===== src/rtl/bavg_pkg.sv =====
// Shared types and constants for the block average decimator.
package bavg_pkg;

	localparam int SAMPLE_W = 24;
	localparam int GSIZE_W  = 9;

	typedef logic signed [SAMPLE_W-1:0] sample_t;

	typedef enum logic [1:0] {
		ST_IDLE,
		ST_DIV,
		ST_DONE
	} bavg_state_t;

endpackage


===== src/rtl/bavg_front.sv =====
// Front end: sample intake, running sum and group count, job push on group close.
module bavg_front #(
	parameter int MAX_GROUP = 256,
	parameter int CNT_W     = 8,
	parameter int SUM_W     = 32,
	parameter int G_W       = 9
) (
	input  logic                    clk,
	input  logic                    arst_n,
	input  logic                    sample_valid,
	output logic                    sample_ready,
	input  bavg_pkg::sample_t       sample,
	input  logic [G_W-1:0]          group_eff,
	input  logic                    job_space,
	output logic                    job_push,
	output logic signed [SUM_W-1:0] job_sum,
	output logic [G_W-1:0]          job_group
);

	localparam int CMP_W = (G_W > CNT_W + 1) ? G_W : CNT_W + 1;

	logic [CNT_W-1:0]        count_q;
	logic signed [SUM_W-1:0] sum_q;
	logic [CNT_W:0]          cnt_next;
	logic signed [SUM_W-1:0] sum_next;
	logic                    take;
	logic                    close;

	assign sample_ready = job_space;
	assign take         = sample_valid & job_space;
	assign cnt_next     = {1'b0, count_q} + 1'b1;
	assign sum_next     = sum_q + SUM_W'(sample);
	assign close        = CMP_W'(cnt_next) >= CMP_W'(group_eff);

	assign job_push  = take & close;
	assign job_sum   = sum_next;
	assign job_group = group_eff;

	always_ff @(posedge clk or negedge arst_n) begin
		if (!arst_n) begin
			count_q <= '0;
			sum_q   <= '0;
		end else if (take) begin
			if (close) begin
				count_q <= '0;
				sum_q   <= '0;
			end else begin
				count_q <= cnt_next[CNT_W-1:0];
				sum_q   <= sum_next;
			end
		end
	end

	a_count_range: assert property (@(posedge clk) disable iff (!arst_n)
		32'(count_q) < MAX_GROUP)
		else $error("group count reached the maximum group size");

	a_clear_on_close: assert property (@(posedge clk) disable iff (!arst_n)
		job_push |=> (count_q == '0 && sum_q == '0))
		else $error("sum and count not cleared after group close");

endmodule


===== src/rtl/bavg_fifo.sv =====
// Two-entry job queue between the accumulator and the divider.
module bavg_fifo #(
	parameter int W = 41
) (
	input  logic         clk,
	input  logic         arst_n,
	input  logic         push,
	input  logic [W-1:0] push_data,
	output logic         space,
	output logic         pop_valid,
	input  logic         pop,
	output logic [W-1:0] pop_data
);

	localparam int DEPTH = 2;
	localparam int PTR_W = $clog2(DEPTH);
	localparam int CNT_W = $clog2(DEPTH + 1);

	logic [W-1:0]     mem_q [DEPTH];
	logic [PTR_W-1:0] wr_ptr_q;
	logic [PTR_W-1:0] rd_ptr_q;
	logic [CNT_W-1:0] count_q;
	logic             do_push;
	logic             do_pop;

	assign space     = count_q != CNT_W'(DEPTH);
	assign pop_valid = count_q != '0;
	assign pop_data  = mem_q[rd_ptr_q];
	assign do_push   = push & space;
	assign do_pop    = pop & pop_valid;

	always_ff @(posedge clk) begin
		if (do_push) begin
			mem_q[wr_ptr_q] <= push_data;
		end
	end

	always_ff @(posedge clk or negedge arst_n) begin
		if (!arst_n) begin
			wr_ptr_q <= '0;
			rd_ptr_q <= '0;
			count_q  <= '0;
		end else begin
			if (do_push) begin
				wr_ptr_q <= (32'(wr_ptr_q) == DEPTH - 1) ? '0 : wr_ptr_q + 1'b1;
			end
			if (do_pop) begin
				rd_ptr_q <= (32'(rd_ptr_q) == DEPTH - 1) ? '0 : rd_ptr_q + 1'b1;
			end
			unique case ({do_push, do_pop})
				2'b10:   count_q <= count_q + 1'b1;
				2'b01:   count_q <= count_q - 1'b1;
				default: count_q <= count_q;
			endcase
		end
	end

	a_no_overflow: assert property (@(posedge clk) disable iff (!arst_n)
		push |-> space)
		else $error("job pushed into a full queue");

	a_count_bound: assert property (@(posedge clk) disable iff (!arst_n)
		32'(count_q) <= DEPTH)
		else $error("queue fill count out of range");

endmodule


===== src/rtl/bavg_div.sv =====
// Back end: serial signed divide of the group sum and the output register.
module bavg_div #(
	parameter int SUM_W = 32,
	parameter int G_W   = 9
) (
	input  logic                    clk,
	input  logic                    arst_n,
	input  logic                    job_valid,
	output logic                    job_ready,
	input  logic signed [SUM_W-1:0] job_sum,
	input  logic [G_W-1:0]          job_group,
	output logic                    mean_valid,
	input  logic                    mean_ready,
	output bavg_pkg::sample_t       mean
);

	localparam int IT_W = $clog2(SUM_W);

	bavg_pkg::bavg_state_t state_q;
	bavg_pkg::bavg_state_t state_d;

	logic [IT_W-1:0]    iter_q;
	logic [SUM_W-1:0]   dvd_q;
	logic [G_W:0]       rem_q;
	logic [G_W-1:0]     div_q;
	logic               neg_q;
	bavg_pkg::sample_t  mean_q;
	logic               out_valid_q;

	logic               load_job;
	logic               step;
	logic               load_out;
	logic               last_iter;
	logic [G_W:0]       rem_sh;
	logic               ge;
	logic [SUM_W-1:0]   mag;
	logic [SUM_W-1:0]   res;

	assign last_iter = 32'(iter_q) == SUM_W - 1;
	assign rem_sh    = {rem_q[G_W-1:0], dvd_q[SUM_W-1]};
	assign ge        = rem_sh >= {1'b0, div_q};
	assign mag       = job_sum[SUM_W-1] ? (SUM_W'(0) - SUM_W'(job_sum)) : SUM_W'(job_sum);
	assign res       = neg_q ? (SUM_W'(0) - dvd_q) : dvd_q;

	always_comb begin
		state_d = state_q;
		unique case (state_q)
			bavg_pkg::ST_IDLE: begin
				if (job_valid) begin
					state_d = bavg_pkg::ST_DIV;
				end
			end
			bavg_pkg::ST_DIV: begin
				if (last_iter) begin
					state_d = bavg_pkg::ST_DONE;
				end
			end
			bavg_pkg::ST_DONE: begin
				if (!out_valid_q || mean_ready) begin
					state_d = bavg_pkg::ST_IDLE;
				end
			end
			default: state_d = bavg_pkg::ST_IDLE;
		endcase
	end

	always_comb begin
		job_ready = 1'b0;
		step      = 1'b0;
		load_out  = 1'b0;
		unique case (state_q)
			bavg_pkg::ST_IDLE: job_ready = 1'b1;
			bavg_pkg::ST_DIV:  step      = 1'b1;
			bavg_pkg::ST_DONE: load_out  = !out_valid_q || mean_ready;
			default: begin
				job_ready = 1'b0;
			end
		endcase
	end

	assign load_job = job_ready & job_valid;

	always_ff @(posedge clk or negedge arst_n) begin
		if (!arst_n) begin
			state_q     <= bavg_pkg::ST_IDLE;
			iter_q      <= '0;
			out_valid_q <= 1'b0;
		end else begin
			state_q <= state_d;
			if (load_job) begin
				iter_q <= '0;
			end else if (step) begin
				iter_q <= iter_q + 1'b1;
			end
			if (load_out) begin
				out_valid_q <= 1'b1;
			end else if (mean_ready) begin
				out_valid_q <= 1'b0;
			end
		end
	end

	always_ff @(posedge clk) begin
		if (load_job) begin
			dvd_q <= mag;
			rem_q <= '0;
			div_q <= job_group;
			neg_q <= job_sum[SUM_W-1];
		end else if (step) begin
			dvd_q <= {dvd_q[SUM_W-2:0], ge};
			rem_q <= ge ? (rem_sh - {1'b0, div_q}) : rem_sh;
		end
		if (load_out) begin
			mean_q <= res[bavg_pkg::SAMPLE_W-1:0];
		end
	end

	assign mean_valid = out_valid_q;
	assign mean       = mean_q;

	a_iter_bound: assert property (@(posedge clk) disable iff (!arst_n)
		(state_q == bavg_pkg::ST_DIV) |-> (32'(iter_q) < SUM_W))
		else $error("divide step count out of range");

	a_div_ends: assert property (@(posedge clk) disable iff (!arst_n)
		(state_q == bavg_pkg::ST_DIV && last_iter) |=> (state_q == bavg_pkg::ST_DONE))
		else $error("divide did not finish after the last step");

endmodule


===== src/rtl/block_average_decimator.sv =====
// Top level of the block average decimator: group size register and stream channels.
//
//  channel   | dir | width | contents
//  s_axis    | in  | 24    | tdata[23:0] sample, two's complement
//  m_axis    | out | 24    | tdata[23:0] mean, two's complement
//  cfg_wr    | in  | 9     | group_size, 1..MAX_GROUP (0 acts as 1, above MAX_GROUP clamps)
//
// Samples transfer at one per cycle while the two-entry job queue has room.
// Each closed group goes through the bit-serial divider (ST_IDLE, ST_DIV, ST_DONE),
// which takes no new group until it has handed on the mean of the last one, so
// short groups fill the queue and slow the sample intake.
// Reset clears the sum, the count, the queue and the output valid, and sets group_size to 1.
// A stalled m_axis holds the mean; the divider and then the queue back up into s_axis.
module block_average_decimator #(
	parameter int MAX_GROUP = 256
) (
	input  logic                          clk,
	input  logic                          arst_n,
	input  logic                          s_axis_tvalid,
	output logic                          s_axis_tready,
	input  logic [bavg_pkg::SAMPLE_W-1:0] s_axis_tdata,  // [23:0] sample
	output logic                          m_axis_tvalid,
	input  logic                          m_axis_tready,
	output logic [bavg_pkg::SAMPLE_W-1:0] m_axis_tdata,  // [23:0] mean
	input  logic                          cfg_wr_en,
	input  logic [bavg_pkg::GSIZE_W-1:0]  cfg_wr_data
);

	localparam int CNT_W = (MAX_GROUP > 1) ? $clog2(MAX_GROUP) : 1;
	localparam int SUM_W = bavg_pkg::SAMPLE_W + $clog2(MAX_GROUP);
	localparam int G_W   = $clog2(MAX_GROUP + 1);
	localparam int JOB_W = SUM_W + G_W;

	logic [bavg_pkg::GSIZE_W-1:0] group_size_q;
	logic [31:0]                  g_wide;
	logic [G_W-1:0]               group_eff;

	logic                    job_space;
	logic                    job_push;
	logic signed [SUM_W-1:0] push_sum;
	logic [G_W-1:0]          push_group;
	logic                    pop_valid;
	logic                    pop;
	logic [JOB_W-1:0]        pop_data;
	bavg_pkg::sample_t       mean;

	always_ff @(posedge clk or negedge arst_n) begin
		if (!arst_n) begin
			group_size_q <= bavg_pkg::GSIZE_W'(1);
		end else if (cfg_wr_en) begin
			group_size_q <= cfg_wr_data;
		end
	end

	always_comb begin
		priority if (group_size_q == '0) begin
			g_wide = 32'd1;
		end else if (32'(group_size_q) > MAX_GROUP) begin
			g_wide = 32'(MAX_GROUP);
		end else begin
			g_wide = 32'(group_size_q);
		end
	end

	assign group_eff = g_wide[G_W-1:0];

	bavg_front #(
		.MAX_GROUP (MAX_GROUP),
		.CNT_W     (CNT_W),
		.SUM_W     (SUM_W),
		.G_W       (G_W)
	) u_front (
		.clk          (clk),
		.arst_n       (arst_n),
		.sample_valid (s_axis_tvalid),
		.sample_ready (s_axis_tready),
		.sample       (bavg_pkg::sample_t'(s_axis_tdata)),
		.group_eff    (group_eff),
		.job_space    (job_space),
		.job_push     (job_push),
		.job_sum      (push_sum),
		.job_group    (push_group)
	);

	bavg_fifo #(
		.W (JOB_W)
	) u_fifo (
		.clk       (clk),
		.arst_n    (arst_n),
		.push      (job_push),
		.push_data ({push_group, push_sum}),
		.space     (job_space),
		.pop_valid (pop_valid),
		.pop       (pop),
		.pop_data  (pop_data)
	);

	bavg_div #(
		.SUM_W (SUM_W),
		.G_W   (G_W)
	) u_div (
		.clk        (clk),
		.arst_n     (arst_n),
		.job_valid  (pop_valid),
		.job_ready  (pop),
		.job_sum    (pop_data[SUM_W-1:0]),
		.job_group  (pop_data[JOB_W-1:SUM_W]),
		.mean_valid (m_axis_tvalid),
		.mean_ready (m_axis_tready),
		.mean       (mean)
	);

	assign m_axis_tdata = mean;

endmodule

===== config.mk =====
export PLATFORM = sky130hd
export DESIGN_NAME = block_average_decimator
export DESIGN_NICKNAME = d
export VERILOG_FILES = /design/src/rtl/bavg_pkg.sv /design/src/rtl/bavg_front.sv /design/src/rtl/bavg_fifo.sv /design/src/rtl/bavg_div.sv /design/src/rtl/block_average_decimator.sv
export SDC_FILE = /design/constraint.sdc
export NUM_CORES = 1
export LEC_CHECK = 0
export BUFFER_PORTS_ARGS = -buffer_cell sky130_fd_sc_hd__buf_2
export CAP_MARGIN = 10
export CORE_MARGIN = 5
export CORE_UTILIZATION = 25
export DETAILED_ROUTE_END_ITERATION = 6
export PLACE_DENSITY_LB_ADDON = 0.3
export SETUP_SLACK_MARGIN = 0.2
export SKIP_LAST_GASP = 1
export SLEW_MARGIN = 20
export SYNTH_ARGS = -nofsm -noshare
export SYNTH_HDL_FRONTEND = slang
export SYNTH_SLANG_ARGS = --single-unit

===== constraint.sdc =====
create_clock -name clk -period 5.24 [get_ports clk]
set_input_delay 1.048 -clock clk [delete_from_list [all_inputs] [get_ports clk]]
set_output_delay 1.048 -clock clk [all_outputs]
set_load 0.02 [all_outputs]

### Word level (Yosys, flattened, before mapping)

Memories as Yosys holds them, arrays and structs flattened.
Index checks and enable logic that the tools add are counted.

| operators by class | value |
|---|---|
| add/sub/neg operators | 10 |
| magnitude comparators | 3 |
| equal/unequal tests | 9 |
| muxes and demuxes | 25 |
| bitwise operators | 4 |
| reduce and logical (&&, ||, !) cells | 9 |

Operators by type and width:

| operator | number |
|---|---|
| $mux W32 | 4 |
| $add A32 B24 Y32 | 1 |
| $sub A1 B32 Y32 const A | 1 |
| $mux W9 | 3 |
| $mux W24 | 1 |
| $sub A1 B24 Y24 const A | 1 |
| $ge A10 B9 Y1 | 1 |
| $mux W5 | 2 |
| $add A8 B1 Y9 const B | 1 |
| $ge A9 B9 Y1 | 1 |
| $gt A9 B9 Y1 const B | 1 |
| $logic_not A9 Y1 | 1 |
| $mux W1 | 9 |
| $sub A9 B9 Y9 | 1 |
| $mux W8 | 1 |
| $reduce_bool A2 Y1 | 4 |
| $mux W2 | 3 |
| $ne A2 B1 Y1 const B | 3 |
| $pmux W2 S3 | 1 |
| $add A5 B1 Y5 const B | 1 |
| $eq A5 B5 Y1 const B | 1 |
| $and A1 B1 Y1 | 4 |
| $eq A2 B1 Y1 const B | 2 |
| $eq A2 B2 Y1 const B | 2 |
| other kinds (9) | 10 |

| storage, ports and cells | value |
|---|---|
| register bits after elaboration | 136 |
| memory bits (writable) | 82 |
| input port bits | 38 |
| logic and storage cells | 75 |
| memories | 1 |

Memory list:

| name | words | width | read ports | clocked after Yosys merged registers in | write ports | line | text |
|---|---|---|---|---|---|---|---|
| u_fifo.mem_q | 2 | 41 | 1 | 0 | 1 | bavg_fifo.sv:19 | `logic [W-1:0] mem_q [DEPTH];` |

### Depth between registers and ports, before layout

Gate-level depths: netlist (run 1).

| depth | value |
|---|---|
| depth in word-level cells | 8 |
| mapped depth | 16 |
| depth with buffers taken out | 15 |

### Modules after synthesis

From an unflattened synthesis (run 1), not the netlist that was laid out.

| second synthesis, totals | value |
|---|---|
| cells, all modules | 1042 |
| area total of the unflattened synthesis | 12020.3 sq um |

By module, submodules not included:

| module | instances | cells an instance | area each (sq um) |
|---|---|---|---|
| bavg_div | 1 | 437 | 4702.0 |
| bavg_front | 1 | 427 | 3718.6 |
| bavg_fifo | 1 | 145 | 3175.5 |
| block_average_decimator | 1 | 33 | 424.2 |

### Worst setup path before layout (run 1)

Ideal clock, no wire load.

| timing | value |
|---|---|
| kind | register to register |
| start point | register u_front.count_q[0] |
| end point | memory u_fifo.mem_q[0][0], enable pin |
| arrival | 3.832 ns |
| data required time | 4.801 ns |
| slack | 0.969 ns |
| stages on the path, launching flop included | 13 |
| clock period less this slack | 4.271 ns |
| path through | dfrtp_1 -> ha_1 -> nand3_1 -> nor2_1 -> xor2_1 -> ha_1 -> o21a_1 -> o21a_1 -> nor2_1 -> a21oi_1 -> clkbuf_1 -> nand2_1 -> nor2_1 |

| between the ends | value |
|---|---|
| cells in the longest elaborated chain, start to end | 6 |

RTL lines:

| element | line | text |
|---|---|---|
| start, declared | bavg_front.sv:22 | `logic [CNT_W-1:0] count_q;` |
| start signal, assigned | bavg_front.sv:48 | `count_q <= cnt_next[CNT_W-1:0];` |
| $add A8 B1 Y9 | bavg_front.sv:31 | `assign cnt_next = {1'b0, count_q} + 1'b1;` |
| $ge A9 B9 Y1 | bavg_front.sv:33 | `assign close = CMP_W'(cnt_next) >= CMP_W'(group_eff);` |
| $and A1 B1 Y1 | bavg_front.sv:35 | `assign job_push = take & close;` |
| $and A1 B1 Y1 | bavg_fifo.sv:29 | `assign do_push = push & space;` |
| $mux W1 | bavg_fifo.sv:33 | `if (do_push) begin` |
| $mux W1 (implied by the code) | bavg_fifo.sv:34 | `mem_q[wr_ptr_q] <= push_data;` |
| end, declared | bavg_fifo.sv:19 |  |

Every way passes these cells.

### Worst setup path after layout (run 1)

| timing | value |
|---|---|
| start point | register group_size_q[4] (netlist name) |
| end point | memory u_fifo.mem_q[1][19], enable pin |

| between the ends | value |
|---|---|
| cells in the longest elaborated chain, start to end | 8 |
| elaborated cells on any way between the ends | 9 |

RTL lines:

| element | line | text |
|---|---|---|
| start, declared | block_average_decimator.sv:34 | `logic [bavg_pkg::GSIZE_W-1:0] group_size_q;` |
| start signal, assigned | block_average_decimator.sv:49 | `group_size_q <= bavg_pkg::GSIZE_W'(1);` |
| start signal, assigned | block_average_decimator.sv:51 | `group_size_q <= cfg_wr_data;` |
| $gt A9 B9 Y1 | block_average_decimator.sv:58 | `end else if (32'(group_size_q) > MAX_GROUP) begin` |
| $mux W9 | block_average_decimator.sv:58 |  |
| $mux W9 (*) | block_average_decimator.sv:56 | `priority if (group_size_q == '0) begin` |
| named net g_wide[0] | block_average_decimator.sv:35 | `logic [31:0] g_wide;` |
| $ge A9 B9 Y1 (*) | bavg_front.sv:33 |  |
| $and A1 B1 Y1 (*) | bavg_front.sv:35 |  |
| $and A1 B1 Y1 (*) | bavg_fifo.sv:29 |  |
| $mux W1 (*) | bavg_fifo.sv:33 |  |
| $mux W1 (implied by the code) (*) | bavg_fifo.sv:34 |  |

The timed path passes the listed nets; every way through them passes the cells marked *.

==> results of run 1 <==
-- cell usage after synthesis, types with 17 or more instances --
master,instances,area share [%]
a21o_1,18,1.2
a21oi_1,53,2.3
clkbuf_1,33,1.1
dfrtp_1,60,13
edfxtp_1,148,38
ha_1,55,5.9
inv_1,31,0.99
mux2_2,19,1.8
mux2i_1,33,2.8
nand2_1,142,4.5
nand2b_1,19,1.0
nand3_1,17,0.73
nor2_1,54,1.7
nor3_1,17,0.73
o21ai_0,91,3.9
xnor2_1,56,4.2
xor2_1,39,2.9
-- logic make-up (layout without fill, tap and decap cells) --
| kind of cell | count (synthesis) | after routing | share of synthesized area [%] |
|---|---|---|---|
| mux | 53 | 53 | 4.76 |
| buf+inv | 73 | 155 | 2.57 |
| fa+ha+maj | 57 | 57 | 6.21 |
| flops | 218 | 218 | 52.4 |
| simple gates | 312 | 312 | 12.7 |
| xor+xnor | 95 | 95 | 7.09 |
| compound gates | 262 | 262 | 14.2 |
-- placed cells by master (no fill, tap or decap), types with 6 or more instances in the layout --
| master | count |
|---|---|
| xnor2_1 | 56 |
| and3_1 | 8 |
| a21oi_1 | 53 |
| buf_2 | 63 |
| ha_1 | 55 |
| inv_1 | 31 |
| buf_4 | 12 |
| edfxtp_1 | 148 |
| nand3_1 | 17 |
| a21o_1 | 18 |
| o21a_1 | 12 |
| dfrtp_1 | 59 |
| o21ai_1 | 12 |
| a22o_1 | 11 |
| o31ai_1 | 9 |
| clkbuf_1 | 7 |
| nand2_1 | 142 |
| dfxtp_1 | 9 |
| and2_1 | 10 |
| nand4_1 | 6 |
| nand2b_1 | 19 |
| xor2_1 | 39 |
| mux2_2 | 19 |
| clkbuf_16 | 27 |
| nor3_1 | 17 |
| nor2_1 | 53 |
| o21ai_0 | 91 |
| nor2b_1 | 11 |
| a31o_2 | 8 |
| mux2i_1 | 33 |
-- critical path, delay by kind of cell (launching register included) --
| kind | cells | cell delay [ns] |
|---|---|---|
| adder cells (fa/ha/maj) | 1 | 0.16 |
| AND/OR/NAND/NOR | 5 | 1.65 |
| AO/OA/AOI/OAI | 5 | 0.55 |
| buffers and inverters | 1 | 0.27 |
| flip-flops | 1 | 0.39 |
-- metrics by stage --
| stage | total power [W] | hold slack, ns |
|---|---|---|
| 6_report | 0.00812 | 0.419 |
| 5_1_grt | 0.00875 | 0.422 |
| 4_1_cts | 0.00822 | 0.402 |
| 3_5_place_dp | 0.00629 | 0.455 |
| 3_3_place_gp | 0.00622 | 0.439 |
| 2_1_floorplan | 0.00544 | 0.426 |
-- layout make-up --
class / instances / area, um2
clock buffers: 36 / 729
clock inverters: 12 / 170
fillers: 4808 / 32800
inverters: 32 / 120
multi-input cells: 779 / 5310
flip-flops and latches: 218 / 6150
well taps: 607 / 759
repair buffers: 75 / 405
-- flip-flops by register name, indices dropped and copies added (netlist names) --
name,count
u_fifo.wr_ptr_q,1
u_div.mean_valid,1
u_div.iter_q,5
u_div.rem_q,9
u_fifo.count_q,2
u_front.sum_q,32
u_div.mean,24
group_size_q,9
u_fifo.mem_q,82
u_div.div_q,9
u_front.count_q,8
u_fifo.rd_ptr_q,1
u_div.dvd_q,32
u_div.neg_q,1
u_div.state_q,2
-- power by group through the flow --
| stage | sequential (W) | clock (W) | combinational, W |
|---|---|---|---|
| 6_report | 0.00296 | 0.00189 | 0.00328 |
| 5_1_grt | 0.00303 | 0.00201 | 0.00371 |
| 4_1_cts | 0.00297 | 0.00195 | 0.00331 |
| 3_5_place_dp | 0.00300 | 0 | 0.00329 |
| 3_3_place_gp | 0.00299 | 0 | 0.00324 |
| 2_1_floorplan | 0.00284 | 0 | 0.00260 |
-- worst max-delay path by stage --
stage | from | endpoint | slack, ns | cells after the start
after CTS | u_front.count_q[0] | u_fifo.mem_q[1][4] | 1.75 | 11
after detailed placement | s_axis_tdata[0] | u_front.sum_q[24] | 1.29 | 12
final | group_size_q[4] | u_fifo.mem_q[1][19] | 1.81 | 12
after global placement | s_axis_tdata[0] | u_front.sum_q[24] | 1.31 | 12
after floorplan | u_front.count_q[0] | u_fifo.mem_q[0][0] | 0.97 | 12
after global routing | group_size_q[4] | u_fifo.mem_q[1][15] | 1.48 | 12
-- layer usage --
metal	vias to the layer above	global-route usage [%]	wire length, um
met5	-	0	20
met4	2	2.66	522
met3	35	1.55	1130
met2	124	15.4	11300
met1	3753	14.7	13000
li1	4024	-	-
==> qor.txt, run 1 <==
Layout area overhead -> 16.3%
antenna cells -> 0
CTS max path bufs -> 3
initial core utilization -> 25.3%
CTS sink count -> 218
vias in the first global route -> 7,921
CP endpoint kind -> flop
DP HPWL -> 18.8 mm
core area -> 46,500 um2
clk_lat worst skew -> 0.53 ns
pwr/cell area -> 595 nW/um2
Internal -> 0.00511 W
Final Instance Area -> 13,600 um2
result of the run -> complete, no violations
Mean Syn Cell Area -> 11.0 um2
Least-Margin Pin Slew -> 0.975 ns
WL/cell -> 14.8 um
GRT Total Usage -> 10.0%
post-route ant nets -> 0
share of layout cells above drive strength 1 -> 14.1%
CTS tree -> done
Die H -> 227 um
final hold violation count -> 0
DR iter-0 viols -> 351
Post-synth EDFFs -> 148
Max Cap Violations -> 0
initial antenna violation count -> 1
CTS Buf Count -> 26
sequential share of power -> 36.4%
IO buf count -> 63
Worst EP required -> 5.39 ns
peak supply drop -> 221 uV
Seq/Total Area, Yosys -> 52.4%
fmax -> 0.292 GHz
gpl congestion -> 0.766
worst reg2reg setup slack -> 1.81 ns
synthesized area -> 11,700 um2
Placed Instances -> 1,711
GRT Residual Overflow -> 0
die width -> 227 um
synth warn -> 0
Critical-path top delay cell -> and3_2
Reg2Reg Depth -> 12
area post-placement -> 12,700 um2
cell mode on critical path -> a21oi_1
Synth async-reset ratio -> 28.0%
min cycle time layout -> 3.43 ns
Post-CTS Setup Inserts -> 0
post-CTS resize count -> 0
largest net degree at the start of global routing -> 62
via count -> 7,938
sw frac -> 37.1%
Worst Skew -> 0.0116 ns
crit path max fanout -> 41
drt drc -> 0
# setup viols final -> 0
CTS root buffer -> clkbuf_16
Pleak -> 5.43 nW
I/O pin cnt -> 64
Worst Setup Slack, final -> 1.81 ns
Cells after Synth -> 1,070
Unique masters post-synth -> 75
Fin Setup TNS -> 0 ns
CP Class -> flop to flop
P_sw -> 0.00301 W
Layout Utilization -> 29.4%
CP arrival -> 3.57 ns
Crit Reg-Reg Endpoint -> u_fifo.mem_q[1][19]
first-pass GRT wire length -> 42.2 mm
net count after synthesis -> 1,165
die footprint -> 51,400 um2
DR pass1 iterations -> 5
clock transition at the registers of the reported paths -> 0.06 ns
Max-slew headroom -> 35.0%
unrepaired setup endpoints after global routing -> false
max-slew violation count -> 0
Final period util -> 65.4%
Clk pwr share -> 23.2%
site row count -> 79
final WL -> 26.0 mm
Hold Buf Count CTS -> 0
fin cells -> 1,759
Vias/cell -> 4.51
dpl ws -> 1.29 ns
CP max stage delay -> 0.88 ns
startpoint types -> flop
RR Startpoint -> group_size_q[4]
Combinational Power Share -> 40.4%
Synth Flop Type -> edfxtp_1
htree depth -> 1
CP Cell Sequence -> nor4_1 > a21oi_1 > nor2_1 > ha_1 > nand2b_1 > a21o_1 > a21oi_1 > nor2b_1 > o211ai_1 > a21oi_1 > buf_4 > and3_2
HP Class -> input pin to async pin
register bit total from synthesis -> 218
nets@finish -> 1,227
Note: power is estimated with default switching activity, not from simulation.
==> run 2: changes to the inputs <==
--- a/config.mk
+++ b/config.mk
@@ -5,6 +5,7 @@
 export SDC_FILE = /design/constraint.sdc
 export NUM_CORES = 1
 export LEC_CHECK = 0
+export ABC_AREA = 1
 export BUFFER_PORTS_ARGS = -buffer_cell sky130_fd_sc_hd__buf_2
 export CAP_MARGIN = 10
 export CORE_MARGIN = 5
==> constraint.sdc (replaced) <==
create_clock -name clk -period 3.01 [get_ports clk]
set_input_delay 0.602 -clock clk [delete_from_list [all_inputs] [get_ports clk]]
set_output_delay 0.602 -clock clk [all_outputs]
set_load 0.02 [all_outputs]
==> run 2 against run 1 <==
Against the previous run:
- critical path depth up 2
- global-route usage up 1.0 points
- final area up 12%
- non-clock buffer count up 26
- maximum frequency up 21%
- via count up 27%
- power up 100%
- die area up 8.8%
- utilization up 0.64 points
- register-to-register slack worse by 1.6 ns
- clock power up 60%
- synthesized cell count up 46%
- critical path type unchanged
==> qor.txt, run 2 <==
result of the run -> complete, no violations
Placed Instances -> 2,291 (+34%)
synth warn -> 0 (unchanged)
Final period util -> 94.1% (+29 points)
Post-synth EDFFs -> 148 (unchanged)
max-slew violation count -> 0 (unchanged)
Worst Skew -> 0.0299 ns (+0.0183 ns)
Worst Setup Slack, final -> 0.178 ns (-1.64 ns)
Vias/cell -> 4.28 (-5.2%)
CTS sink count -> 218 (unchanged)
CTS tree -> done
top post-synthesis cells by area -> edfxtp_1 35%, nand2_1 14%, dfrtp_1 12%
GRT Total Usage -> 11.0% (+1.0 points)
max reg flops -> 82 (unchanged)
initial core utilization -> 25.1% (-0.17 points)
fin cells -> 2,355 (+34%)
Least-Margin Pin Slew -> 0.614 ns (-0.361 ns)
gpl congestion -> 0.858 (+12%)
htree depth -> 1 (unchanged)
unrepaired setup endpoints after global routing -> true
Cells after Synth -> 1,563 (+46%)
Synth top area share -> 34.7% (-3.2 points)
Pleak -> 6.83 nW (+26%)
Synth area leader -> edfxtp_1
Multi-input gate area -> 5990 um2 (+13%)
commonest non-fill, non-tap cell in the layout -> nand2_1
most common cell in the netlist -> nand2_1
CTS Buf Count -> 25 (-3.8%)
commonest cells in the netlist -> 491 x nand2_1, 183 x inv_1, 148 x edfxtp_1
Reg2Reg Depth -> 14 (+2)
via count -> 10,100 (+27%)
Synth async-reset ratio -> 28.0% (unchanged)
register bit total from synthesis -> 218 (unchanged)
RR Startpoint -> group_size_q[0]
startpoint types -> flop
WL/cell -> 13.6 um (-7.8%)
worst reg2reg setup slack -> 0.18 ns (-1.64 ns)
pwr/cell area -> 1070 nW/um2 (+80%)
HP Class -> input pin to async pin
Layout area overhead -> 19.7%
Max Cap Violations -> 0 (unchanged)
synthesized area -> 12,800 um2 (+9.2%)
vias in the first global route -> 9,748 (+23%)
clk_lat worst skew -> 0.55 ns (+0.02 ns)
largest net degree at the start of global routing -> 42 (-32%)
IO buf count -> 63 (unchanged)
crit path max fanout -> 8 (-80%)
net count after synthesis -> 1,658 (+42%)
Mean Syn Cell Area -> 8.20 um2 (-25%)
peak supply drop -> 479 uV (+120%)
GRT Residual Overflow -> 0 (unchanged)
Synth Flop Type -> edfxtp_1
most frequent cells in the layout -> 487 x nand2_1, 173 x inv_1, 148 x edfxtp_1
Hold Buf Count CTS -> 0 (unchanged)
initial antenna violation count -> 0 (-1)
area post-placement -> 14,000 um2 (+10%)
Die H -> 236 um (+4.3%)
CP endpoint kind -> flop
CTS max path bufs -> 3 (unchanged)
Unique masters post-synth -> 47 (-37%)
I/O pin cnt -> 64 (unchanged)
FF+latch area -> 6150 um2 (unchanged)
CP arrival -> 3.08 ns (-0.49 ns)
drt drc -> 0 (unchanged)
Final Instance Area -> 15,300 um2 (+12%)
share of layout cells above drive strength 1 -> 14.8% (+0.74 points)
Max-slew headroom -> 59.1% (+24 points)
DP HPWL -> 23.8 mm (+27%)
Most flops, register -> u_fifo.mem_q
core area -> 51,100 um2 (+10%)
antenna cells -> 0 (unchanged)
Crit Reg-Reg Endpoint -> u_fifo.mem_q[0][39]
CTS root buffer -> clkbuf_16
Fin Setup TNS -> 0 ns (unchanged)
site row count -> 83 (+5.1%)
nets@finish -> 1,751 (+43%)
dpl ws -> 0.0666 ns (-1.22 ns)
Layout Utilization -> 30.0% (+0.64 points)
CP Class -> flop to flop
DR iter-0 viols -> 484 (+38%)
min cycle time layout -> 2.83 ns (-0.595 ns)
final hold violation count -> 0 (unchanged)
DR pass1 iterations -> 5 (unchanged)
Worst EP required -> 3.26 ns (-2.13 ns)
fmax -> 0.353 GHz (+21%)
die width -> 236 um (+4.3%)
top flop regs -> u_fifo.mem_q: 82 flops, u_div.dvd_q: 32 flops, u_front.sum_q: 32 flops
final WL -> 32.0 mm (+24%)
clock transition at the registers of the reported paths -> 0.06 ns (about the same)
fillers -> 5,437 (+13%)
first-pass GRT wire length -> 51.3 mm (+21%)
Seq/Total Area, Yosys -> 48.0% (-4.4 points)
# setup viols final -> 0 (unchanged)
die footprint -> 55,900 um2 (+8.8%)
post-route ant nets -> 0 (unchanged)
## run 2: worst max-delay path by stage
stage	start	endpoint	cells after the start
after CTS	group_size_q[4]	u_fifo.count_q[1]	18
after floorplan	group_size_q[7]	u_fifo.mem_q[1][0]	15
after global routing	group_size_q[0]	u_fifo.mem_q[0][39]	14
after detailed placement	group_size_q[7]	u_fifo.count_q[1]	18
after global placement	group_size_q[7]	u_fifo.count_q[1]	18
final	group_size_q[0]	u_fifo.mem_q[0][39]	14
## run 2: through the flow
step | hold WS, ns | total power [W]
floorplan | 0.306 | 0.0109
global placement | 0.444 | 0.0128
detailed placement | 0.450 | 0.0129
CTS | 0.0954 | 0.0161
global route | 0.118 | 0.0179
finish | 0.0907 | 0.0165
## run 2: layer usage
metal  routed length, um  share of wire [%]  global-route usage, %  vias up
met5                   0                  0                      0        -
met4                 543                1.7                   2.62        0
met3                1130                3.5                   1.43       32
met2               15100                 47                   18.6      160
met1               15300                 48                   15.1     4590
li1                    -                  -                      -     5291
## run 2: cells by family (layout without fill, tap and decap cells)
logic type	after synthesis	count (layout)	share of synthesized area (%)
simple gates	818	818	27.2
buf+inv	226	338	7.26
flops	218	218	48.0
compound gates	183	183	7.63
xor+xnor	61	61	4.17
fa+ha+maj	57	57	5.68
## run 2: cell type report
type / count / area share (%)
Sequential cell: 218 / 40.1
Clock buffer: 29 / 4.31
Multi-Input combinational cell: 1119 / 39.1
Timing Repair Buffer: 101 / 5.12
Inverter: 191 / 4.72
Tap cell: 680 / 5.55
Clock inverter: 17 / 1.09
## run 2: power by group
part | total [W] | internal (W) | switching (W)
logic | 0.00814 | 0.00293 | 0.00520
clock network | 0.00303 | 0.00176 | 0.00127
registers | 0.00529 | 0.00466 | 0.000625
## run 2: repair_timing
| action | 4_1_cts | 5_1_grt |
|---|---|---|
| buffers inserted | 0 | 9 |
| gates resized for setup | 7 | 53 |
| endpoints found under the setup margin | 87 | 124 |
| pin swaps | 1 | 18 |
| cloned | 0 | 9 |
## run 2: worst max-delay path: stages, from the launching register on
cell and delay (ns):
dfstp_2 0.52, nor4_1 0.05, nand2_1 0.07, inv_2 0.05, nor2_4 0.40, a21oi_2 0.11
ha_1 0.30, nand3_1 0.09, nor4b_2 0.24, nor2_1 0.09, inv_2 0.09, nand2_4 0.08
nor2_4 0.14, buf_12 0.15, clkbuf_16 0.15
==> run 3: changes to the inputs <==
--- a/config.mk
+++ b/config.mk
@@ -8,8 +8,9 @@
 export ABC_AREA = 1
 export BUFFER_PORTS_ARGS = -buffer_cell sky130_fd_sc_hd__buf_2
 export CAP_MARGIN = 10
-export CORE_MARGIN = 5
+export CORE_MARGIN = 2
 export CORE_UTILIZATION = 25
+export CTS_BUF_LIST = sky130_fd_sc_hd__clkbuf_16
 export DETAILED_ROUTE_END_ITERATION = 6
 export PLACE_DENSITY_LB_ADDON = 0.3
 export SETUP_SLACK_MARGIN = 0.2
==> run 3 against run 2 <==
Against the previous run:
- flip-flop and latch count stayed put
- global-route usage is 0.71 points higher
- hold slack improved by 0.13 ns
- non-clock buffer count did not move
- first-iteration DRC count up 7.2%
- via count about the same
- routed wire length up 1.6%
- final area increased by 1.0%
- largest cell class unchanged
- largest power group unchanged
==> qor.txt, run 3 (synthesis results as in run 2) <==
met3 WL -> 1.09 mm (-3.7%)
max reg flops -> 82 (unchanged)
total power -> 0.0168 W (+2.4%)
worst reg2reg setup slack -> 0.20 ns (+0.02 ns)
CP arrival -> 3.26 ns (+0.18 ns)
CTS Buf Count -> 26 (+4.0%)
startpoint types -> flop
most frequent cells in the layout -> 481 x nand2_1, 179 x inv_1, 148 x edfxtp_1
initial core utilization -> 25.4% (+0.36 points)
cell mode on critical path -> inv_2
DR iter-0 viols -> 519 (+7.2%)
die footprint -> 53,100 um2 (-5.0%)
fmax -> 0.355 GHz (+0.62%)
Vias/cell -> 4.29 (+0.23%)
CP Cell Sequence -> nor4_2 > nand2_1 > inv_2 > nor2_4 > nor2_4 > inv_2 > ha_4 > nand2_4 > nor4b_2 > nor2_2 > inv_2 > nand2_4 > ha_4 > a21oi_1 > o21ai_1 > xnor2_1
M1 wire length -> 15.3 mm (+0.27%)
buffers plus inverters on the worst setup path -> 3 (-1)
sequential share of power -> 31.3% (-0.8 points)
clk_lat worst skew -> 0.56 ns (about the same)
final hold violation count -> 0 (unchanged)
min cycle time layout -> 2.81 ns (-0.0173 ns)
DR pass1 iterations -> 6 (+1)
RR Startpoint -> group_size_q[4]
drt drc -> 0 (unchanged)
initial antenna violation count -> 1 (+1)
result of the run -> complete, no violations
I/O pin cnt -> 64 (unchanged)
Most flops, register -> u_fifo.mem_q
Worst EP required -> 3.46 ns (+0.20 ns)
CP Launch Point -> group_size_q[4]
Final period util -> 93.5% (-0.58 points)
commonest non-fill, non-tap cell in the layout -> nand2_1
Fin Setup TNS -> 0 ns (unchanged)
vias in the first global route -> 9,769 (+0.22%)
GRT Residual Overflow -> 0 (unchanged)
final WL -> 32.5 mm (+1.6%)
area post-placement -> 14,000 um2 (unchanged)
WL/cell -> 13.9 um (+1.8%)
Hold Buf Count CTS -> 0 (unchanged)
post-route ant nets -> 0 (unchanged)
antenna cells -> 0 (unchanged)
nets@finish -> 1,753 (+0.11%)
crit path max fanout -> 8 (unchanged)
site row count -> 82 (-1.2%)
unrepaired setup endpoints after global routing -> true
via count -> 10,100 (+0.020%)
Critical-path top delay cell -> dfrtp_1
Max-slew headroom -> 39.0% (-20 points)
dpl ws -> 0.0449 ns (-0.0218 ns)
wire length on met2 -> 15.4 mm (+2.3%)
CTS tree -> done
core area -> 50,400 um2 (-1.4%)
DR top layer -> met5
IO buf count -> 63 (unchanged)
Pleak -> 6.89 nW (+0.88%)
Least-Margin Pin Slew -> 0.916 ns (+0.301 ns)
share of layout cells above drive strength 1 -> 15.3% (+0.51 points)
pwr/cell area -> 1090 nW/um2 (+1.4%)
Worst Skew -> 0.0294 ns (-0.000503 ns)
largest net degree at the start of global routing -> 62 (+48%)
CTS max path bufs -> 3 (unchanged)
CTS root buffer -> clkbuf_16
Combinational Power Share -> 49.5% (about the same)
Reg2Reg Depth -> 16 (+2)
Internal -> 0.00955 W (+2.0%)
Worst Setup Slack, final -> 0.196 ns (+0.0173 ns)
Final Instance Area -> 15,500 um2 (+1.0%)
P_sw -> 0.00730 W (+2.9%)
max-slew violation count -> 0 (unchanged)
Max Cap Violations -> 0 (unchanged)
HP Class -> input pin to async pin
Layout area overhead -> 20.9%
DP HPWL -> 23.7 mm (-0.37%)
htree depth -> 1 (unchanged)
Die H -> 230 um (-2.5%)
peak supply drop -> 404 uV (-16%)
CP max stage delay -> 0.40 ns (-0.12 ns)
CTS sink count -> 218 (unchanged)
# setup viols final -> 0 (unchanged)
clock transition at the registers of the reported paths -> 0.06 ns (about the same)
Clk pwr share -> 19.1% (+0.7 points)
family with the most delay on the worst path -> simple AND/OR/NAND/NOR gates
gpl congestion -> 0.860 (+0.22%)
CP endpoint kind -> flop
die width -> 230 um (-2.5%)
top flop regs -> u_fifo.mem_q: 82 flops, u_div.dvd_q: 32 flops, u_front.sum_q: 32 flops
sw frac -> 43.3% (+0.22 points)
GRT Total Usage -> 11.7% (+0.71 points)
CP Class -> flop to flop
first-pass GRT wire length -> 50.5 mm (-1.5%)
Crit Reg-Reg Endpoint -> u_fifo.count_q[1]
run 3: cell count changes in the layout (fill, tap and decap cells not counted), moves of 3 or more:
cell	delta
nand2_1	-6
nand2_2	+3
inv_1	+6
clkinv_1	+3
nand3_2	+5
nand2_4	+3
inv_8	+3
buf_6	-5
nand3_1	-5
clkinv_4	-3
run 3: repair_timing:
| action | CTS | global route |
|---|---|---|
| gates resized for setup | 6 | 65 |
| endpoints found under the setup margin | 83 | 124 |
| pin swaps | 1 | 25 |
| gates cloned | 0 | 8 |
| buffers inserted | 0 | 13 |
run 3: worst max-delay path by stage:
stage / slack, ns / to / cells after the start
finish: 0.20 / u_fifo.count_q[1] / 16
global route: 0.03 / u_fifo.mem_q[1][17] / 15
floorplan: 0.09 / u_fifo.mem_q[1][0] / 15
detailed placement: 0.04 / u_fifo.count_q[1] / 18
CTS: 0.20 / u_fifo.count_q[1] / 17
global placement: 0.05 / u_fifo.count_q[1] / 18
run 3: per-stage QoR:
| step | cells | hold WS (ns) | util, % |
|---|---|---|---|
| global route | 2350 | 0.244 | 30.8 |
| finish | 2350 | 0.218 | 30.8 |
| global placement | 2281 | 0.446 | 27.9 |
| detailed placement | 2281 | 0.452 | 27.9 |
| floorplan | 1563 | 0.306 | - |
| CTS | 2329 | 0.233 | 29.6 |
run 3: power groups by stage:
stage,combinational (W),sequential [W],clock [W]
3_3_place_gp,0.00750,0.00531,0
5_1_grt,0.00949,0.00540,0.00341
6_report,0.00834,0.00528,0.00322
3_5_place_dp,0.00760,0.00532,0
4_1_cts,0.00766,0.00528,0.00332
2_1_floorplan,0.00576,0.00512,0
run 3: per-layer routing:
layer,GRT usage [%],vias to the layer above
met1,15.6,4638
met4,3.06,2
met2,19.8,115
met5,0,-
met3,1.80,38
li1,-,5282
run 3: area by class of cell:
class / count / area (um2)
Multi-Input combinational cell: 1119 / 6080
Tap cell: 672 / 841
Clock inverter: 22 / 223
Clock buffer: 26 / 651
Timing Repair Buffer: 101 / 816
Fill cell: 5347 / 34900
Timing Repair inverter: 1 / 7.51
Inverter: 191 / 726
Sequential cell: 218 / 6150
